File: src/rtl/sha256_byte_stream_hasher_unit_assert.svh
// Assertion macros for the SHA-256 byte stream hasher.
`ifndef SHA256_BYTE_STREAM_HASHER_UNIT_ASSERT_SVH
`define SHA256_BYTE_STREAM_HASHER_UNIT_ASSERT_SVH
// Assert an implication on every clock edge outside reset.
`define SHA_ASSERT_IMPL(label, clk, rstn, prop, msg) \
    label: assert property (@(posedge clk) disable iff (!rstn) prop) else $error(msg);
// Assert a condition that must hold at every clock edge, reset included.
`define SHA_ASSERT_ALWAYS(label, clk, cond, msg) \
    label: assert property (@(posedge clk) cond) else $error(msg);
`endif

File: src/rtl/shabs_pkg.sv
// Shared types, constants and round functions for the SHA-256 byte stream hasher.
package shabs_pkg;

    localparam int unsigned QueueDepth = 4;

    typedef struct packed {
        logic       finish;
        logic [7:0] data;
    } shabs_item_t;

    typedef enum logic [2:0] {
        ST_IDLE,
        ST_LOAD,
        ST_ROUND,
        ST_FOLD,
        ST_EMIT
    } shabs_state_t;

    function automatic logic [31:0] round_k(input logic [5:0] r);
        logic [31:0] k [64];
        k = '{
            32'h428A2F98, 32'h71374491, 32'hB5C0FBCF, 32'hE9B5DBA5,
            32'h3956C25B, 32'h59F111F1, 32'h923F82A4, 32'hAB1C5ED5,
            32'hD807AA98, 32'h12835B01, 32'h243185BE, 32'h550C7DC3,
            32'h72BE5D74, 32'h80DEB1FE, 32'h9BDC06A7, 32'hC19BF174,
            32'hE49B69C1, 32'hEFBE4786, 32'h0FC19DC6, 32'h240CA1CC,
            32'h2DE92C6F, 32'h4A7484AA, 32'h5CB0A9DC, 32'h76F988DA,
            32'h983E5152, 32'hA831C66D, 32'hB00327C8, 32'hBF597FC7,
            32'hC6E00BF3, 32'hD5A79147, 32'h06CA6351, 32'h14292967,
            32'h27B70A85, 32'h2E1B2138, 32'h4D2C6DFC, 32'h53380D13,
            32'h650A7354, 32'h766A0ABB, 32'h81C2C92E, 32'h92722C85,
            32'hA2BFE8A1, 32'hA81A664B, 32'hC24B8B70, 32'hC76C51A3,
            32'hD192E819, 32'hD6990624, 32'hF40E3585, 32'h106AA070,
            32'h19A4C116, 32'h1E376C08, 32'h2748774C, 32'h34B0BCB5,
            32'h391C0CB3, 32'h4ED8AA4A, 32'h5B9CCA4F, 32'h682E6FF3,
            32'h748F82EE, 32'h78A5636F, 32'h84C87814, 32'h8CC70208,
            32'h90BEFFFA, 32'hA4506CEB, 32'hBEF9A3F7, 32'hC67178F2
        };
        return k[r];
    endfunction

    function automatic logic [31:0] init_hash(input logic [2:0] i);
        logic [31:0] h [8];
        h = '{32'h6A09E667, 32'hBB67AE85, 32'h3C6EF372, 32'hA54FF53A,
              32'h510E527F, 32'h9B05688C, 32'h1F83D9AB, 32'h5BE0CD19};
        return h[i];
    endfunction

    function automatic logic [31:0] rotr(input logic [31:0] x, input int unsigned n);
        return (x >> n) | (x << (32 - n));
    endfunction

endpackage

File: src/rtl/sha256_byte_stream_hasher_unit.sv
// SHA-256 byte stream hasher top level.
// Usage:
//  s_ channel: one transaction per message byte (tuser=0, tdata=byte) or a
//  finish (tuser=1). Bytes are gathered into 64-byte blocks; each full block
//  is compressed by a single round unit, one round per cycle.
//  m_ channel: a finish yields four transactions, tdata = 64 digest bits,
//  tuser = word index, tlast on the fourth word.
//  Input: bytes are taken at one per cycle into a four-entry queue while it
//  has room; a full block holds the round unit for a load, 64 rounds and a
//  fold, and no byte leaves the queue until that block is done.
//  Finish: with the queue empty, the finish is popped, then the padded block
//  is loaded, runs 64 rounds and is folded, and all of that once more when
//  the length needs an extra block; then one word per cycle while m_tready is high.
//  Reset (aresetn low, synchronous) empties the queue, restores the initial
//  hash values and clears byte and bit counts.
//  When the receiver stalls, the digest word holds and the queue fills, then
//  s_tready drops.
module sha256_byte_stream_hasher_unit (
    input  logic        aclk,
    input  logic        aresetn,
    input  logic        s_tvalid,
    output logic        s_tready,
    input  logic [7:0]  s_tdata,   // data_byte[7:0]
    input  logic        s_tuser,   // operation
    output logic        m_tvalid,
    input  logic        m_tready,
    output logic [63:0] m_tdata,   // digest_word[63:0]
    output logic [1:0]  m_tuser,   // word_index[1:0]
    output logic        m_tlast    // last_word
);
    import shabs_pkg::*;

    shabs_item_t q_item;
    logic        q_valid, q_pop;

    shabs_front u_front (
        .aclk, .aresetn, .s_tvalid, .s_tready,
        .s_op(s_tuser), .s_byte(s_tdata),
        .q_valid, .q_pop, .q_item
    );

    shabs_core u_core (
        .aclk, .aresetn, .q_valid, .q_pop, .q_item,
        .m_tvalid, .m_tready,
        .m_word(m_tdata), .m_index(m_tuser), .m_last(m_tlast)
    );
endmodule

File: src/rtl/shabs_front.sv
// Input side: accepts byte/finish transactions into a short queue.
module shabs_front (
    input  logic                  aclk,
    input  logic                  aresetn,
    input  logic                  s_tvalid,
    output logic                  s_tready,
    input  logic                  s_op,
    input  logic [7:0]            s_byte,
    output logic                  q_valid,
    input  logic                  q_pop,
    output shabs_pkg::shabs_item_t q_item
);
    import shabs_pkg::*;
    `include "sha256_byte_stream_hasher_unit_assert.svh"

    localparam int unsigned PtrW = $clog2(QueueDepth);

    shabs_item_t           mem_reg [QueueDepth];
    logic [PtrW-1:0]       wr_ptr_reg, rd_ptr_reg;
    logic [PtrW:0]         count_reg;
    logic                  push;

    assign s_tready = (count_reg != (PtrW+1)'(QueueDepth));
    assign push     = s_tvalid && s_tready;
    assign q_valid  = (count_reg != '0);
    assign q_item   = mem_reg[rd_ptr_reg];

    // Queue storage
    always_ff @(posedge aclk) begin
        if (push) begin
            mem_reg[wr_ptr_reg] <= '{finish: s_op, data: s_byte};
        end
    end

    // Pointers and count
    always_ff @(posedge aclk) begin
        if (!aresetn) begin
            wr_ptr_reg <= '0;
            rd_ptr_reg <= '0;
            count_reg  <= '0;
        end else begin
            if (push) wr_ptr_reg <= wr_ptr_reg + 1'b1;
            if (q_pop) rd_ptr_reg <= rd_ptr_reg + 1'b1;
            count_reg <= count_reg + (PtrW+1)'(push) - (PtrW+1)'(q_pop);
        end
    end

    `SHA_ASSERT_IMPL(a_no_pop_empty, aclk, aresetn, q_pop |-> q_valid, "pop from empty queue")
    `SHA_ASSERT_IMPL(a_count_range, aclk, aresetn,
        count_reg <= (PtrW+1)'(QueueDepth), "queue count overflow")
    `SHA_ASSERT_IMPL(a_count_step, aclk, aresetn,
        (push && !q_pop) |=> count_reg == $past(count_reg) + 1'b1, "queue count slip")
endmodule

File: src/rtl/shabs_core.sv
// Back side: block window, padding, 64-round compression and digest output.
module shabs_core (
    input  logic                  aclk,
    input  logic                  aresetn,
    input  logic                  q_valid,
    output logic                  q_pop,
    input  shabs_pkg::shabs_item_t q_item,
    output logic                  m_tvalid,
    input  logic                  m_tready,
    output logic [63:0]           m_word,
    output logic [1:0]            m_index,
    output logic                  m_last
);
    import shabs_pkg::*;
    `include "sha256_byte_stream_hasher_unit_assert.svh"

    shabs_state_t   state_reg, state_next;
    logic [5:0]     fill_reg;
    logic [63:0]    bits_reg;
    logic [31:0]    h_reg [8];
    logic [31:0]    v_reg [8];
    logic [31:0]    w_reg [16];
    logic [5:0]     rnd_reg;
    logic           pad_reg;     // finish in progress
    logic           second_reg;  // extra length block in progress
    logic [1:0]     out_idx_reg;

    // Padding byte at a position
    function automatic logic [7:0] pad_byte(input logic [5:0] p, input logic [5:0] f,
                                            input logic sec, input logic [63:0] b,
                                            input logic [7:0] held);
        logic [7:0] r;
        if (sec) begin
            r = (p >= 6'd56) ? b[8*(63-p) +: 8] : 8'h00;
        end else if (p < f) begin
            r = held;
        end else if (p == f) begin
            r = 8'h80;
        end else if (p >= 6'd56 && f < 6'd56) begin
            r = b[8*(63-p) +: 8];
        end else begin
            r = 8'h00;
        end
        return r;
    endfunction

    logic [31:0] t1, t2, wn, wcur, s0, s1;
    logic [31:0] pad_win [16];

    always_comb begin
        s1 = rotr(w_reg[14], 17) ^ rotr(w_reg[14], 19) ^ (w_reg[14] >> 10);
        s0 = rotr(w_reg[1], 7) ^ rotr(w_reg[1], 18) ^ (w_reg[1] >> 3);
        wn = s1 + w_reg[9] + s0 + w_reg[0];
        wcur = w_reg[0];
        t1 = v_reg[7] + (rotr(v_reg[4], 6) ^ rotr(v_reg[4], 11) ^ rotr(v_reg[4], 25)) +
             ((v_reg[4] & v_reg[5]) ^ (~v_reg[4] & v_reg[6])) + round_k(rnd_reg) + wcur;
        t2 = (rotr(v_reg[0], 2) ^ rotr(v_reg[0], 13) ^ rotr(v_reg[0], 22)) +
             ((v_reg[0] & v_reg[1]) ^ (v_reg[0] & v_reg[2]) ^ (v_reg[1] & v_reg[2]));
    end

    // Padded window: held bytes, 0x80 marker, zeros and the bit length
    always_comb begin
        for (int i = 0; i < 16; i++) begin
            for (int j = 0; j < 4; j++) begin
                pad_win[i][8*(3-j) +: 8] = pad_byte(6'(4*i+j), fill_reg, second_reg,
                                                    bits_reg, w_reg[i][8*(3-j) +: 8]);
            end
        end
    end

    // Next state and handshakes
    always_comb begin
        state_next = state_reg;
        q_pop      = 1'b0;
        unique case (state_reg)
            ST_IDLE: begin
                if (q_valid) begin
                    q_pop = 1'b1;
                    if (q_item.finish) state_next = ST_LOAD;
                    else if (fill_reg == 6'd63) state_next = ST_LOAD;
                end
            end
            ST_LOAD:  state_next = ST_ROUND;
            ST_ROUND: if (rnd_reg == 6'd63) state_next = ST_FOLD;
            ST_FOLD: begin
                if (!pad_reg) state_next = ST_IDLE;
                else if (!second_reg && fill_reg >= 6'd56) state_next = ST_LOAD;
                else state_next = ST_EMIT;
            end
            ST_EMIT:  if (m_tready && out_idx_reg == 2'd3) state_next = ST_IDLE;
            default:  state_next = ST_IDLE;
        endcase
    end

    always_ff @(posedge aclk) begin
        if (!aresetn) state_reg <= ST_IDLE;
        else          state_reg <= state_next;
    end

    // Counters, working variables and chaining words
    always_ff @(posedge aclk) begin
        if (!aresetn) begin
            fill_reg    <= '0;
            bits_reg    <= '0;
            pad_reg     <= 1'b0;
            second_reg  <= 1'b0;
            out_idx_reg <= '0;
            rnd_reg     <= '0;
            for (int i = 0; i < 8; i++) h_reg[i] <= init_hash(3'(i));
        end else begin
            unique case (state_reg)
                ST_IDLE: begin
                    if (q_valid && !q_item.finish) begin
                        fill_reg <= fill_reg + 1'b1;
                        bits_reg <= bits_reg + 64'd8;
                        pad_reg  <= 1'b0;
                    end else if (q_valid) begin
                        pad_reg     <= 1'b1;
                        second_reg  <= 1'b0;
                    end
                end
                ST_LOAD: begin
                    rnd_reg <= '0;
                    for (int i = 0; i < 8; i++) v_reg[i] <= h_reg[i];
                end
                ST_ROUND: begin
                    rnd_reg <= rnd_reg + 1'b1;
                    v_reg[7] <= v_reg[6];
                    v_reg[6] <= v_reg[5];
                    v_reg[5] <= v_reg[4];
                    v_reg[4] <= v_reg[3] + t1;
                    v_reg[3] <= v_reg[2];
                    v_reg[2] <= v_reg[1];
                    v_reg[1] <= v_reg[0];
                    v_reg[0] <= t1 + t2;
                end
                ST_FOLD: begin
                    for (int i = 0; i < 8; i++) h_reg[i] <= h_reg[i] + v_reg[i];
                    if (pad_reg && !second_reg && fill_reg >= 6'd56) begin
                        second_reg  <= 1'b1;
                    end else begin
                        second_reg <= 1'b0;
                    end
                    if (!pad_reg) fill_reg <= '0;
                end
                ST_EMIT: begin
                    if (m_tready) begin
                        out_idx_reg <= out_idx_reg + 1'b1;
                        if (out_idx_reg == 2'd3) begin
                            for (int i = 0; i < 8; i++) h_reg[i] <= init_hash(3'(i));
                            fill_reg <= '0;
                            bits_reg <= '0;
                            pad_reg  <= 1'b0;
                        end
                    end
                end
                default: ;
            endcase
        end
    end

    // Schedule window: bytes land in place, padding fills it at load, rounds roll it
    always_ff @(posedge aclk) begin
        if (state_reg == ST_ROUND) begin
            for (int i = 0; i < 15; i++) w_reg[i] <= w_reg[i+1];
            w_reg[15] <= wn;
        end else if (state_reg == ST_LOAD && pad_reg) begin
            for (int i = 0; i < 16; i++) w_reg[i] <= pad_win[i];
        end else if (state_reg == ST_IDLE && q_valid && !q_item.finish) begin
            // big-endian within words
            w_reg[fill_reg[5:2]][8*(3-fill_reg[1:0]) +: 8] <= q_item.data;
        end
    end

    // Digest output
    assign m_tvalid = (state_reg == ST_EMIT);
    assign m_word   = {h_reg[{out_idx_reg, 1'b0}], h_reg[{out_idx_reg, 1'b1}]};
    assign m_index  = out_idx_reg;
    assign m_last   = (out_idx_reg == 2'd3);

    `SHA_ASSERT_IMPL(a_emit_hold, aclk, aresetn,
        (m_tvalid && !m_tready) |=> m_tvalid && $stable(out_idx_reg), "digest word dropped")
    `SHA_ASSERT_IMPL(a_pop_idle, aclk, aresetn, q_pop |-> state_reg == ST_IDLE, "pop while busy")
    `SHA_ASSERT_IMPL(a_round_end, aclk, aresetn,
        (state_reg == ST_ROUND && rnd_reg == 6'd63) |=> state_reg == ST_FOLD, "round count slip")
endmodule

File: config.mk
export PLATFORM = sky130hd
export DESIGN_NAME = sha256_byte_stream_hasher_unit
export DESIGN_NICKNAME = d
export VERILOG_FILES = /design/src/rtl/shabs_pkg.sv /design/src/rtl/sha256_byte_stream_hasher_unit.sv /design/src/rtl/shabs_front.sv /design/src/rtl/shabs_core.sv
export VERILOG_INCLUDE_DIRS = /design/src /design/src/rtl
export SDC_FILE = /design/constraint.sdc
export NUM_CORES = 2
export LEC_CHECK = 0
export BUFFER_PORTS_ARGS = -buffer_cell sky130_fd_sc_hd__buf_4
export CORE_MARGIN = 2
export CORE_UTILIZATION = 45
export DETAILED_ROUTE_END_ITERATION = 8
export PLACE_DENSITY = 0.68
export SLEW_MARGIN = 15
export SYNTH_ARGS = -nofsm -noshare
export SYNTH_HDL_FRONTEND = slang
export SYNTH_SLANG_ARGS = --single-unit
File: constraint.sdc
create_clock -name aclk -period 8.4 [get_ports aclk]
set_input_delay 0.84 -clock aclk [delete_from_list [all_inputs] [get_ports aclk]]
set_output_delay 0.84 -clock aclk [all_outputs]
set_load 0.02 [all_outputs]
* Word-level counts from Yosys, hierarchy flattened
Memories as Yosys holds them, arrays and structs flattened. A register that Yosys moved wholly into a read port is not among the register bits. Index checks and enable logic that the tools add are counted.
Word-level totals: register bits 90, memory bits (writable) 1060, memory bits (read-only) 2048, output and inout port bits 69, memories 5
Operators by class: add/sub/neg operators 28, $lt $le $gt $ge 67, equality and inequality tests 81, shift operators 2, multiplexer cells 305, bitwise gates (word level) 68, reductions and logical operators 25
Memories:
- (no name shown) | depth 64, width 32, rd ports 1, clocked after Yosys merged registers in 0, wr ports 0, RTL line shabs_pkg.sv:39 | return k[r];
- u_core.w_reg | depth 16, width 32, rd ports 16, clocked after Yosys merged registers in 0, wr ports 16, RTL line shabs_core.sv:22 | logic [31:0] w_reg [16];
- u_core.h_reg | depth 8, width 32, rd ports 10, clocked after Yosys merged registers in 2, wr ports 8, RTL line shabs_core.sv:20 | logic [31:0] h_reg [8];
- u_core.v_reg | depth 8, width 32, rd ports 8, clocked after Yosys merged registers in 0, wr ports 8, RTL line shabs_core.sv:21 | logic [31:0] v_reg [8];
- u_front.mem_reg | depth 4, width 9, rd ports 1, clocked after Yosys merged registers in 1, wr ports 1, RTL line shabs_front.sv:18 | shabs_item_t mem_reg [QueueDepth];
Operators with widths (number):
- two-way mux 8 bit | 200
- two-way mux 32 bit | 45
- adder 32 bit | 18
- XOR 32 bit | 9
- == test 6 bit (first input constant) | 32
- < comparator 6 bit (first input constant) | 32
- two-way mux 64 bit | 3
- AND 32 bit | 5
- case mux 64 bit (2 select lines) | 1
- == test 5 x 6 -> 1 bit (first input constant) | 16
- < comparator 5 x 6 -> 1 bit (first input constant) | 16
- adder 64 x 4 -> 64 bit (second input constant) | 1
- == test 4 x 6 -> 1 bit (first input constant) | 8
- < comparator 4 x 6 -> 1 bit (first input constant) | 8
- bitwise OR 1 bit | 40
- negation 32 -> 34 bit | 1
- variable shift 8 x 34 -> 32 bit (first input constant) | 1
- indexed part select 8 x 34 -> 32 bit | 1
- two-way mux 1 bit | 33
- two-way mux 3 bit | 11
- inverter 32 bit | 1
- bitwise OR 10 x 32 -> 32 bit | 1
- bitwise OR 13 x 32 -> 32 bit | 1
- bitwise OR 14 x 32 -> 32 bit | 1
- 51 further kinds | 91

* Depth between registers and ports, before layout
depth in word-level cells 9, mapped depth 43, gate-level depth less buffers 42

* Cells and area by module
From an unflattened synthesis, not the netlist that was laid out.
Unflattened totals: cells, all modules 8089, area total of the unflattened synthesis 76824.9 um^2
By module, submodules not included:
- shabs_core | times used 1, cells an instance 7995, area each 75065.7 um^2
- shabs_front | times used 1, cells an instance 94, area each 1759.2 um^2

* Worst setup path before layout
OpenSTA, ideal clock, no wires.
path type register to register, from reg u_core.rnd_reg[1], to mem u_core.v_reg[0][29] (data pin), library setup time 0.267 ns, arrival 8.578 ns, required time 8.133 ns, slack -0.445 ns, stages on the path, launching flop included 43, period minus slack after synthesis 8.845 ns, cells stage by stage dfxtp_1 -> clkbuf_1 -> clkinv_1 -> ha_1 -> clkbuf_1 -> a21oi_1 -> nor2_1 -> a21oi_1 -> o21ai_0 -> nand2_1 -> o21ai_0 -> fa_1 -> inv_1 -> fa_1 -> fa_1 -> inv_1 -> ha_1 -> fa_1 -> (+7 left out) -> nand2_1 -> nor2_1 -> or3_1 -> xor2_1 -> inv_1 -> fa_1 -> inv_1 -> ha_1 -> a21o_1 -> a21oi_1 -> o21ai_0 -> a21oi_1 -> o211a_1 -> nor2_1 -> a21o_1 -> a21oi_1 -> xor2_1 -> o21ai_0
RTL lines:
- start: declaration | RTL line shabs_core.sv:23 | logic [5:0] rnd_reg;
- start signal: assignment | RTL line shabs_core.sv:127 | rnd_reg <= rnd_reg + 1'b1;
- end: declaration | RTL line shabs_core.sv:21

==> flow_summary.toml <==
[floorplan]
die_y_um = 418
initial_core_util_pct = 45.4
num_rows = 151
core_um2 = 170000
dieArea_um2 = 175000
die_w_um = 418
ios = 82

[cts]
cts_buffer_depth = 3
clock_sinks = 1151
ctsHoldBuffers = 0
cts_tree = "yes"
htreeDepth = 4
clock_latency_ns = 0.82
root_buffer = "clkbuf_16"
clkTransAtPathRegs_ns = 0.06
cts_buffers = 136

[cells_and_area]
area_growth_pct = 14.7
largest_reg_flops = 512
fin_cells = 10781
n_fill_cell = 15156
seqCellArea_um2 = 32400
layout-drive-gt1-share_pct = 13.0
fin_util_pct = 52.1
num-nets-final = 9060
multi_input_area_um2 = 42200

[sta]
timing.fmax_ghz = 0.121
whs_ns = 0.215
finalCritPeriodShare_pct = 98.1
fin_tns_setup_ns = 0
slew_viol_final = 0
maxSlewHeadroom_pct = 10.1
period_needed_ns = 8.24
rsz0062_at_grt = "yes"
skew_ns = 0.0505
hold_viol_final = 0
setup_viol = 0
tightest_slew_ns = 1.34

[yosys]
synthCells = 8178
async_flop_share_pct = 0
synth_area_um2 = 77100
yosys-top-cells-area = "edfxtp_1 36%, ha_1 6.5%, nand2_1 6.2%, dfxtp_1 5.7%, o21ai_0 5.4%"
yosys.area.top_type = "edfxtp_1"
seq_area_frac_synth_pct = 42.0
synth-edff-count = 932
mappedNetlistNets = 8790
synth-main-ff-cell = "edfxtp_1"
synth-seq-cells = 1151
synth_warnings = 0
synth_top_area_share_pct = 36.3
ys_types = 96
avgSynthCellArea_um2 = 9.42

[worst_hold_path]
hold_depth = 1
hp-class = "input port to flop"
hold_path.startpoint = "s_tdata[2]"
min_to = "u_front.mem_reg[2][2]"

[drt]
viasPerCell = 6.14
num_vias = 66213
drc_errors = 0
final_antenna_net_count = 0
routed_wl_um = 291000
wl_per_cell_um = 27.0
initialDrtViolationCount = 7633
dr.pass1.iters = 6

[job]
maxCapViolCount = 0

[outcome]
status = "finished clean"

[critical_path]
reg2reg_to = "u_core.v_reg[0][28]"
crit_fanout = 9
r2r-start = "u_core.rnd_reg[1]"
ff2ff_setup_slack_ns = 0.16
path_delay_family = "adder cells"
start_kind = "flop"
worst_ep_arrival_time_ns = 8.76
path_class = "flop to flop"
cp_num_buf_inv = 7
critPathMaxStageDelay_ns = 0.65
end_kind = "flop"
reg2reg_depth = 31
slowest_stage = "or4b_2"
cp_data_required_time_ns = 8.92

[place]
place.gp.congestion = 1.03
dp.cells = 10512
hpwl_um = 218000
portBuffers = 81

[grt]
antenna_found_initial = 10
grt_max_degree = 166
grt_overflow = 0
grt_pass1_wl_um = 422000
grt_usage_pct = 32.7
grt_pass1_vias = 63941
-- kinds of logic (layout without fill, tap and decap cells) --
kind of cell / Yosys count / after routing / synth area share, %
buffers and inverters: 873 / 1257 / 4.27
adder cells (fa/ha/maj): 621 / 621 / 11.9
AO/OA/AOI/OAI: 2172 / 2172 / 16.8
XOR/XNOR: 619 / 619 / 7.05
multiplexers: 125 / 125 / 2.94
AND/OR/NAND/NOR: 2617 / 2617 / 15.0
flip-flops: 1151 / 1151 / 42.0
other: 0 / 1 / 0
-- through the flow --
step	setup WS (ns)	cell area, um^2
3_3_place_gp	-0.902	82700
6_report	0.162	88400
5_1_grt	-0.0879	88400
3_5_place_dp	-0.917	82700
2_1_floorplan	0.0101	77100
4_1_cts	0.00345	87800
-- cell type report --
type                       instances  share of cell area (%)
tap                             2218                    3.14
clock inverter                    89                    1.25
inverter                         406                    1.74
antenna                            1                 0.00283
sequential                      1151                    36.6
multi-input combinational       6154                    47.7
clock buffer                     163                    4.07
timing repair buffer             599                    5.41
-- cells in the mapped netlist (all sizes together), types with 14 or more instances --
master and n:
a21oi 558, nand2b 62, ha 403, fa 196
maj3 22, nand4 32, dfxtp 219, and3 55
a22oi 57, a311oi 16, edfxtp 932, nand3 396
a31o 17, mux2 22, nand2 1287, a21o 166
o21ai 856, a221oi 39, and2 53, inv 403
nor3 111, nor2b 60, clkbuf 397, mux4 79
a21boi 19, o21a 48, or2 15, xor2 227
buf 70, o21bai 50, o211ai 49, a211oi 74
a211o 14, nor2 459, mux2i 24, or3 41
o31ai 32, xnor2 391, a31oi 60
-- metal layers --
layer	part of all wire [%]	track usage (%)
met1	38	40.1
met2	46	52.4
met3	8.2	5.73
met4	8.2	22.6
met5	0.029	0
-- layout by cell type, fill, tap and decap left out, types with 22 or more instances in the layout --
cell type  count
nand2_1     1277
and2_1        45
clkbuf_16    138
a221oi_1      38
ha_1         384
nor2_1       440
and3_1        53
xor2_1       223
a211oi_1      68
or3_1         39
clkinv_2      32
mux2i_1       24
o21ai_0      780
a21o_1       166
maj3_1        22
mux2_2        22
nand4_1       31
a21oi_1      535
fa_1         194
o21a_1        48
o21bai_1      50
o31ai_1       29
a22oi_1       57
xnor2_1      380
o211ai_1      49
nor2b_1       59
edfxtp_1     932
inv_1        388
o21ai_1       64
nand2b_1      62
mux4_2        79
nand3_1      393
dfxtp_1      211
nor3_1       105
buf_4        566
a31oi_1       59
-- how the worst max path moves through the flow --
| stage | cells past startpoint | endpoint | from |
|---|---|---|---|
| final | 31 | u_core.v_reg[0][28] | u_core.rnd_reg[1] |
| after floorplan | 42 | u_core.v_reg[0][29] | u_core.rnd_reg[1] |
| after CTS | 40 | u_core.v_reg[0][29] | u_core.rnd_reg[0] |
| after detailed placement | 42 | u_core.v_reg[0][29] | u_core.rnd_reg[0] |
| after global placement | 42 | u_core.v_reg[0][29] | u_core.rnd_reg[1] |
| after global routing | 38 | u_core.v_reg[0][31] | u_core.rnd_reg[1] |
-- what timing repair did --
item                                    in CTS  in global routing
gates resized for setup                     72                122
endpoints found under the setup margin      25                 22
buffers inserted                             7                 14
pin swaps                                   26                100
gates cloned                                 0                  1
Power is left out: the tool's default activity adds up to more than one toggle a clock period on the data nets, which glitch-free logic cannot reach.
